`src/hw/rtl/lfuct_pkg.sv`:
```
`timescale 1ns / 1ps
package lfuct_pkg;

    localparam int COUNT_BITS = 16;
    localparam logic [COUNT_BITS-1:0] COUNT_MAX = '1;
    localparam int CAP_BITS = 5;
    localparam logic [CAP_BITS-1:0] CAP_RESET = 5'd16;

    localparam logic FUNC_GET = 1'b0;
    localparam logic FUNC_PUT = 1'b1;

    typedef enum logic [1:0] {
        ST_IDLE,
        ST_COMPARE,
        ST_UPDATE
    } t_state;

    // Broadcast control from the sequencer to every cell of the row.
    typedef struct packed {
        logic                  compare;    // latch key match
        logic                  update;     // apply the row shift this cycle
        logic                  touch;      // move the matched entry to its new place
        logic                  evict;      // drop the last valid entry
        logic [COUNT_BITS-1:0] new_count;  // use count of the entry being placed
    } t_cell_ctrl;

endpackage

```
`src/hw/rtl/lfu_cache_table.sv`:
```
`timescale 1ns / 1ps
// Result strobe o_done is registered from the update state (order: compare, then update).
// Start is taken again in the update state, so a new item can enter before the last result
//   shows. The compare and update states hold the key compare and the row shift.
// Reset (i_rst_n low, synchronous): all entries invalid, occupancy zero, capacity 16.
// Results cannot be stalled by the receiver; each is shown for exactly one cycle.
module lfu_cache_table #(
    parameter int ENTRIES    = 16,
    parameter int KEY_BITS   = 16,
    parameter int VALUE_BITS = 32
) (
    input  logic                           i_clk,
    input  logic                           i_rst_n,
    input  logic                           start,
    output logic                           busy,
    input  logic                           i_func,
    input  logic [KEY_BITS-1:0]            i_key,
    input  logic [VALUE_BITS-1:0]          i_value,
    input  logic                           i_cfg_we,
    input  logic [lfuct_pkg::CAP_BITS-1:0] i_cfg_wdata,
    output logic                           o_done,
    output logic                           o_hit,
    output logic [VALUE_BITS-1:0]          o_read_value,
    output logic                           o_evicted,
    output logic [KEY_BITS-1:0]            o_evicted_key
);

    localparam int OccW = $clog2(ENTRIES + 1);
    localparam int CmpW = 9;  // holds counts up to 511

    // Sequencer: IDLE -> COMPARE -> UPDATE, back to COMPARE when a new start lands, else to IDLE.
    lfuct_pkg::t_state r_state;
    lfuct_pkg::t_state n_state;
    logic              compare_en;
    logic              update_en;
    logic              accept;

    // Configuration and occupancy.
    logic [lfuct_pkg::CAP_BITS-1:0] r_cap;
    logic [OccW-1:0]                r_occ;
    logic [OccW-1:0]                n_occ;

    // Operation held across the compare and update cycles.
    logic                             r_func;
    logic [KEY_BITS-1:0]              r_key;
    logic [VALUE_BITS-1:0]            r_value;
    logic                             r_hit;
    logic [VALUE_BITS-1:0]            r_hit_value;
    logic [lfuct_pkg::COUNT_BITS-1:0] r_bumped;

    // Result registers.
    logic                  r_done;
    logic                  r_res_hit;
    logic [VALUE_BITS-1:0] r_res_value;
    logic                  r_res_evicted;
    logic [KEY_BITS-1:0]   r_res_evicted_key;

    // Row wiring.
    lfuct_pkg::t_cell_ctrl            ctrl;
    logic [ENTRIES:0]                 seen_chain;
    logic [ENTRIES:0]                 tail_chain;
    logic [ENTRIES-1:0]               match_now;
    logic [ENTRIES-1:0]               cell_valid;
    logic [ENTRIES-1:0]               last_valid;
    logic [KEY_BITS-1:0]              cell_key   [ENTRIES];
    logic [VALUE_BITS-1:0]            cell_value [ENTRIES];
    logic [lfuct_pkg::COUNT_BITS-1:0] cell_count [ENTRIES];

    // Compare-cycle reductions (the match is one-hot: keys in the row are unique).
    logic                             hit_now;
    logic [VALUE_BITS-1:0]            hit_value_now;
    logic [lfuct_pkg::COUNT_BITS-1:0] hit_count_now;

    // Update-cycle decisions.
    logic [CmpW-1:0]       cap_eff;
    logic                  cap_zero;
    logic                  do_insert;
    logic                  do_evict;
    logic                  do_update;
    logic [VALUE_BITS-1:0] place_value;
    logic [KEY_BITS-1:0]   victim_key;

    assign accept = start && !busy;

    always_comb begin
        unique case (r_state)
            lfuct_pkg::ST_IDLE:    n_state = accept ? lfuct_pkg::ST_COMPARE : lfuct_pkg::ST_IDLE;
            lfuct_pkg::ST_COMPARE: n_state = lfuct_pkg::ST_UPDATE;
            lfuct_pkg::ST_UPDATE:  n_state = accept ? lfuct_pkg::ST_COMPARE : lfuct_pkg::ST_IDLE;
            default:               n_state = lfuct_pkg::ST_IDLE;
        endcase
    end

    always_comb begin
        unique case (r_state)
            lfuct_pkg::ST_COMPARE: begin
                busy       = 1'b1;
                compare_en = 1'b1;
                update_en  = 1'b0;
            end
            lfuct_pkg::ST_UPDATE: begin
                busy       = 1'b0;
                compare_en = 1'b0;
                update_en  = 1'b1;
            end
            default: begin
                busy       = 1'b0;
                compare_en = 1'b0;
                update_en  = 1'b0;
            end
        endcase
    end

    always_ff @(posedge i_clk) begin
        if (!i_rst_n) begin
            r_state <= lfuct_pkg::ST_IDLE;
            r_cap   <= lfuct_pkg::CAP_RESET;
            r_occ   <= '0;
            r_done  <= 1'b0;
        end else begin
            r_state <= n_state;
            r_occ   <= n_occ;
            r_done  <= update_en;
            if (i_cfg_we) begin
                r_cap <= i_cfg_wdata;
            end
        end
    end

    // Capture the operation on the start transfer.
    always_ff @(posedge i_clk) begin
        if (accept) begin
            r_func  <= i_func;
            r_key   <= i_key;
            r_value <= i_value;
        end
    end

    // Compare cycle: fold the matching cell's value and count, pre-bump the count.
    always_comb begin
        hit_value_now = '0;
        hit_count_now = '0;
        for (int k = 0; k < ENTRIES; k++) begin
            if (match_now[k]) begin
                hit_value_now = hit_value_now | cell_value[k];
                hit_count_now = hit_count_now | cell_count[k];
            end
        end
        hit_now = |match_now;
    end

    always_ff @(posedge i_clk) begin
        if (compare_en) begin
            r_hit       <= hit_now;
            r_hit_value <= hit_value_now;
            r_bumped    <= (hit_count_now == lfuct_pkg::COUNT_MAX) ? lfuct_pkg::COUNT_MAX
                         : hit_count_now + lfuct_pkg::COUNT_BITS'(1);
        end
    end

    // Update cycle: touch on a hit, insert on a put miss, evicting the row tail when full; no change at capacity zero.
    always_comb begin
        cap_eff   = (CmpW'(r_cap) > CmpW'(ENTRIES)) ? CmpW'(ENTRIES) : CmpW'(r_cap);
        cap_zero  = (r_cap == '0);
        do_insert = (r_func == lfuct_pkg::FUNC_PUT) && !r_hit;
        do_evict  = do_insert && (CmpW'(r_occ) >= cap_eff);
        do_update = update_en && !cap_zero && (r_hit || do_insert);

        ctrl.compare   = compare_en;
        ctrl.update    = do_update;
        ctrl.touch     = r_hit;
        ctrl.evict     = do_evict;
        ctrl.new_count = r_hit ? r_bumped : lfuct_pkg::COUNT_BITS'(1);

        place_value = (r_func == lfuct_pkg::FUNC_PUT) ? r_value : r_hit_value;

        n_occ = r_occ;
        if (do_update && do_insert && !do_evict) begin
            n_occ = r_occ + OccW'(1);
        end
    end

    // Victim sits in the last valid cell.
    always_comb begin
        victim_key = '0;
        for (int k = 0; k < ENTRIES; k++) begin
            if (last_valid[k]) begin
                victim_key = victim_key | cell_key[k];
            end
        end
    end

    always_ff @(posedge i_clk) begin
        if (update_en) begin
            r_res_hit         <= !cap_zero && r_hit;
            r_res_value       <= (!cap_zero && r_hit && (r_func == lfuct_pkg::FUNC_GET))
                               ? r_hit_value : '0;
            r_res_evicted     <= do_update && do_evict;
            r_res_evicted_key <= (do_update && do_evict) ? victim_key : '0;
        end
    end

    assign seen_chain[0]       = 1'b0;
    assign tail_chain[ENTRIES] = 1'b0;

    for (genvar k = 0; k < ENTRIES; k++) begin : g_cell
        logic                             left_valid;
        logic [KEY_BITS-1:0]              left_key;
        logic [VALUE_BITS-1:0]            left_value;
        logic [lfuct_pkg::COUNT_BITS-1:0] left_count;
        logic                             right_valid;

        if (k == 0) begin : g_head
            // Head cell never shifts in; it counts as having a full neighbor.
            assign left_valid = 1'b1;
            assign left_key   = '0;
            assign left_value = '0;
            assign left_count = '0;
        end else begin : g_body
            assign left_valid = cell_valid[k-1];
            assign left_key   = cell_key[k-1];
            assign left_value = cell_value[k-1];
            assign left_count = cell_count[k-1];
        end

        if (k == ENTRIES - 1) begin : g_last
            assign right_valid = 1'b0;
        end else begin : g_inner
            assign right_valid = cell_valid[k+1];
        end

        assign last_valid[k] = cell_valid[k] && !right_valid;

        lfuct_cell #(
            .KEY_BITS  (KEY_BITS),
            .VALUE_BITS(VALUE_BITS)
        ) u_cell (
            .i_clk        (i_clk),
            .i_rst_n      (i_rst_n),
            .i_ctrl       (ctrl),
            .i_key        (r_key),
            .i_value      (place_value),
            .i_left_valid (left_valid),
            .i_left_key   (left_key),
            .i_left_value (left_value),
            .i_left_count (left_count),
            .i_right_valid(right_valid),
            .i_seen       (seen_chain[k]),
            .i_tail       (tail_chain[k+1]),
            .o_seen       (seen_chain[k+1]),
            .o_tail       (tail_chain[k]),
            .o_match_now  (match_now[k]),
            .o_valid      (cell_valid[k]),
            .o_key        (cell_key[k]),
            .o_value      (cell_value[k]),
            .o_count      (cell_count[k])
        );
    end

    assign o_done        = r_done;
    assign o_hit         = r_res_hit;
    assign o_read_value  = r_res_value;
    assign o_evicted     = r_res_evicted;
    assign o_evicted_key = r_res_evicted_key;

endmodule

```
`src/hw/rtl/lfuct_cell.sv`:
```
`timescale 1ns / 1ps
// One entry of the sorted row: use count descending, newer first among equals.
module lfuct_cell #(
    parameter int KEY_BITS   = 16,
    parameter int VALUE_BITS = 32
) (
    input  logic                             i_clk,
    input  logic                             i_rst_n,
    input  lfuct_pkg::t_cell_ctrl            i_ctrl,
    input  logic [KEY_BITS-1:0]              i_key,
    input  logic [VALUE_BITS-1:0]            i_value,
    input  logic                             i_left_valid,
    input  logic [KEY_BITS-1:0]              i_left_key,
    input  logic [VALUE_BITS-1:0]            i_left_value,
    input  logic [lfuct_pkg::COUNT_BITS-1:0] i_left_count,
    input  logic                             i_right_valid,
    input  logic                             i_seen,
    input  logic                             i_tail,
    output logic                             o_seen,
    output logic                             o_tail,
    output logic                             o_match_now,
    output logic                             o_valid,
    output logic [KEY_BITS-1:0]              o_key,
    output logic [VALUE_BITS-1:0]            o_value,
    output logic [lfuct_pkg::COUNT_BITS-1:0] o_count
);

    logic                             r_valid;
    logic                             r_match;
    logic [KEY_BITS-1:0]              r_key;
    logic [VALUE_BITS-1:0]            r_value;
    logic [lfuct_pkg::COUNT_BITS-1:0] r_count;

    logic remove_here;
    logic insert_here;
    logic take_new;
    logic take_left;

    always_comb begin
        o_match_now = r_valid && (r_key == i_key);
        // Place the entry leaves (or the free cell that fills).
        if (i_ctrl.touch) begin
            remove_here = r_match;
        end else if (i_ctrl.evict) begin
            remove_here = r_valid && !i_right_valid;
        end else begin
            remove_here = !r_valid && i_left_valid;
        end
        insert_here = (r_valid && (r_count <= i_ctrl.new_count)) || remove_here;
        o_seen      = i_seen || insert_here;
        o_tail      = i_tail || remove_here;
        take_new    = i_ctrl.update && insert_here && !i_seen;
        take_left   = i_ctrl.update && i_seen && o_tail;
    end

    always_ff @(posedge i_clk) begin
        if (!i_rst_n) begin
            r_valid <= 1'b0;
            r_match <= 1'b0;
        end else begin
            if (i_ctrl.compare) begin
                r_match <= o_match_now;
            end
            if (take_new) begin
                r_valid <= 1'b1;
            end else if (take_left) begin
                r_valid <= i_left_valid;
            end
        end
    end

    always_ff @(posedge i_clk) begin
        if (take_new) begin
            r_key   <= i_key;
            r_value <= i_value;
            r_count <= i_ctrl.new_count;
        end else if (take_left) begin
            r_key   <= i_left_key;
            r_value <= i_left_value;
            r_count <= i_left_count;
        end
    end

    assign o_valid = r_valid;
    assign o_key   = r_key;
    assign o_value = r_value;
    assign o_count = r_count;

endmodule

```
`config.mk`:
```
export PLATFORM = sky130hd
export DESIGN_NAME = lfu_cache_table
export DESIGN_NICKNAME = d
export VERILOG_FILES = /design/src/hw/rtl/lfuct_pkg.sv /design/src/hw/rtl/lfu_cache_table.sv /design/src/hw/rtl/lfuct_cell.sv
export SDC_FILE = /design/constraint.sdc
export NUM_CORES = 2
export LEC_CHECK = 0
export BUFFER_PORTS_ARGS = -buffer_cell sky130_fd_sc_hd__buf_2
export CAP_MARGIN = 10
export CORE_ASPECT_RATIO = 0.9
export CORE_MARGIN = 2
export CORE_UTILIZATION = 40
export DETAILED_ROUTE_END_ITERATION = 7
export PLACE_DENSITY = 0.56
export SYNTH_ARGS = -nofsm -noshare
export SYNTH_HDL_FRONTEND = slang
export SYNTH_SLANG_ARGS = --single-unit
```
`constraint.sdc`:
```
create_clock -name i_clk -period 9.4 [get_ports i_clk]
set_clock_uncertainty 0.05 [all_clocks]
set_input_delay 0 -clock i_clk [delete_from_list [all_inputs] [get_ports i_clk]]
set_output_delay 0 -clock i_clk [all_outputs]
set_load 0.02 [all_outputs]
```
==> impl_metrics.tcl <==
set metrics [dict create \
    synth_adder_area_share 0.0511 \
    drive_gt1_frac 0.141 \
    worst_pin_slew_ps 1350 \
    synthSimpleGateAreaFrac 0.129 \
    final_cells 8075 \
    via_count 52500 \
    async_flop_share 0 \
    power.density_nw_per_um2 165 \
    cts_resized 0 \
    synth-edff-count 1172 \
    synthCells 5772 \
    synth_top_family_by_area "compound AO/OA/AOI/OAI gates" \
    fin_crit_sh 0.767 \
    final-max-slew-violation-count 0 \
    fp.dieArea_sq_um 164000 \
    post_drt_wl_per_cell_um 35.0 \
    cts_tree "built" \
    cpMaxStageDelayCell "or4_4" \
    drt-total-wl_um 283000 \
    grt_pass1_vias 49600 \
    cts.htree.levels 4 \
    hp-class "input pin to flip-flop" \
    synth-seq-cells 1217 \
    worstSetupPathType "flip-flop to flip-flop" \
    rsz0062_at_grt "false" \
    hold_violations 0 \
    worstPathBufferInverterCount 2 \
    syn_area_sq_um 64400 \
    finalCriticalPeriod_ps 7210 \
    setup_tns_ps 0 \
    max-vdd-ir-drop_mv 0.158 \
    syn_avg_cell_area_sq_um 11.2 \
    nNetsFinal 6169 \
    p_leak_uw 0.0261 \
    outcome "finished, violations left" \
    io_pins 110 \
    track_usage 0.338 \
    cp_top_family "simple AND/OR/NAND/NOR gates" \
    num_rows 139 \
    slowest_delay_ps 900 \
    relSlewSlack 0.0906 \
    drc_errors 3 \
    ys_types 82 \
    crit_path_cell_trace "buf_4, nand2_1, ha_1, nand3_1, or4_1, a21o_1, a31oi_1, nand2b_1, or4_1, or4_4, or4_4, nand2_4, buf_4" \
    nFillCells 14800 \
    arrival_ps 7610 \
    gp_congestion 1.01 \
    ys.flop_type "edfxtp_1" \
    critPathMaxFanout 57 \
    clock-sinks 1217 \
    syn_to_final_growth_pct 13.4 \
    p_total_uw 12100 \
    die_h_um 385 \
    dpl.hpwl_um 174000 \
    routed_via_density 6.50 \
    antenna_left 0 \
    ys_seq_area_frac 0.560 \
    startpoint_type "flip-flop" \
    root_buffer "clkbuf_16" \
    max_freq_ghz 0.139 \
    antenna_found_initial 7 \
    final-setup-viol-count 0 \
    syn-num-nets 6093 \
    clkTransAtPathRegs_ps 60 \
    grt_pass1_wl_um 390000 \
    muxShareOfSynthArea 0.0524 \
    first_pass_iters 8 \
    grt_max_degree 87 \
    dp.cells 7705 \
    synthXorXnorAreaFrac 0.0366 \
    clk_latency_ps 820 \
    port_buffers 109 \
    timing.hold.ws_ps 196 \
    ys_warn_count 0 \
    cts_buffers 137 \
    synth_compound_area_frac 0.137 \
    coreArea_sq_um 160000 \
    grt-ovfl-total 0 \
    first_iter_violations 8718 \
    cap_violations 0 \
    cp.required_ps 9800 \
    endpoint_kind "flip-flop" \
    clock_path_buffers 3 \
    die-width_um 427 \
    start_util 0.403 \
    violations "design-rule violations" \
]
==> path summary, 6_finish.rpt <==
path / from / to / slack (ps) / cells past startpoint
worst max-delay path: r_hit / g_cell[9].u_cell.o_value[24] / 2190 / 13
worst min-delay path: i_rst_n / g_cell[12].u_cell.o_valid / 200 / 3
worst max register to register: r_hit / g_cell[9].u_cell.o_value[24] / 2190 / 13
worst min register to register: g_cell[5].u_cell.r_match / g_cell[5].u_cell.r_match / 410 / 2
==> layout by cell type (no fill, tap or decap), types with 12 or more instances in the layout <==
master         Yosys  routed
buf_2             10     109
nand3_1          236     231
clkinv_1           3      36
a211oi_1          19      17
nand4_1          188     188
clkinv_2           0      16
mux2i_1           12      12
a221oi_1         177     177
ha_1             263     263
a31oi_1           16      15
a21o_1            40      40
a21oi_1          164     162
edfxtp_1        1172    1172
mux2_4            13      13
and3_1            16      15
xnor2_1          263     263
and2_1            70      52
nor2_1           184     180
a22o_1           177     177
nand2b_1          21      20
buf_4              2     158
clkbuf_1         370      34
dfxtp_1           45      45
a22oi_1           74      74
and2_2             0      16
o21ai_0          601     600
mux2_2           270     270
nor4_1            43      25
clkbuf_16          0     142
dlygate4sd3_1      0     119
nor3_1            21      20
nor2b_1           42      28
nor4_2             0      18
inv_1             97      97
nand2_1          932     926
==> tightest hold or removal path, stage by stage <==
cell           delay [ps]
dlygate4sd3_1         530
buf_2                 270
o211a_1               180
==> kinds of logic after synthesis <==
group / Yosys count
XOR/XNOR: 269
multiplexers: 297
AND/OR/NAND/NOR: 1814
flip-flops: 1217
adder cells (fa/ha/maj): 263
AO/OA/AOI/OAI: 1358
buffers and inverters: 554
==> cells in the mapped netlist, types with 7 or more instances <==
library cell	n	area (sq um)
nor4_1	43	269
a31oi_1	16	100
buf_6	9	101
dfxtp_1	45	901
o21a_1	10	75.1
nand2_1	932	3500
buf_1	62	233
xnor2_1	263	2300
mux2i_1	12	120
o2111ai_1	7	61.3
or4_1	7	52.6
a211oi_1	19	143
or2_2	10	62.6
a221oi_1	177	1550
a22oi_1	74	556
edfxtp_1	1172	35200
nor3_1	21	105
mux2_2	270	3040
a21oi_1	164	821
inv_1	97	364
and2_1	70	438
buf_2	10	50.1
a21o_1	40	300
nor2b_1	42	263
o211ai_1	9	67.6
clkbuf_1	370	1390
o21ai_0	601	3010
mux2_4	13	195
and4_1	8	70.1
ha_1	263	3290
a22o_1	177	1550
nor2_1	184	691
and3_1	16	100
nand2b_1	21	131
nand3_1	236	1180
nand4_1	188	1180
==> layer usage <==
metal	vias to the layer above	share of wire	track usage
li1	21800	-	-
met1	26000	0.40	0.474
met2	3922	0.42	0.490
met3	776	0.12	0.0888
met4	2	0.049	0.150
met5	-	0.000050	0
==> repair_timing <==
item	4_1_cts	5_1_grt
buffers inserted	0	0
hold endpoints to repair	65	0
hold buffers	119	0
==> sequential cells by signal (all words and copies together), names as in the netlist, 2 cells and up <==
register,flops
g_cell.u_cell.o_value,512
g_cell.u_cell.o_count,256
g_cell.u_cell.o_key,256
o_read_value,32
r_hit_value,32
r_value,32
g_cell.u_cell.o_valid,16
g_cell.u_cell.r_match,16
o_evicted_key,16
r_bumped,16
r_key,16
r_cap,5
r_occ,5
r_state,2
==> stage by stage <==
stage,utilization,area (sq um),setup slack [ps]
after floorplan,-,64500,168
after global placement,0.423,67600,2520
after detailed placement,0.423,67600,2440
after CTS,0.457,73100,2410
after global routing,0.457,73100,2020
final,0.457,73100,2190
==> power breakdown <==
group	switching (uW)	leakage (uW)	internal (uW)
Clock	2420	0.00210	2980
Combinational	455	0.0130	201
Sequential	57.5	0.0110	5980
Total	2930	0.0261	9160
==> final cells by class <==
type / count / area [sq um] / share of cell area
antenna: 2 / 5.00 / 0.0000685
clock buffer: 177 / 3690 / 0.0506
clock inverter: 72 / 634 / 0.00868
inverter: 101 / 382 / 0.00522
multi-input combinational: 4001 / 26600 / 0.364
sequential: 1217 / 36100 / 0.494
tap: 2115 / 2650 / 0.0362
timing repair buffer: 390 / 3000 / 0.0411
No activity file was read; power rests on OpenSTA's default activity.
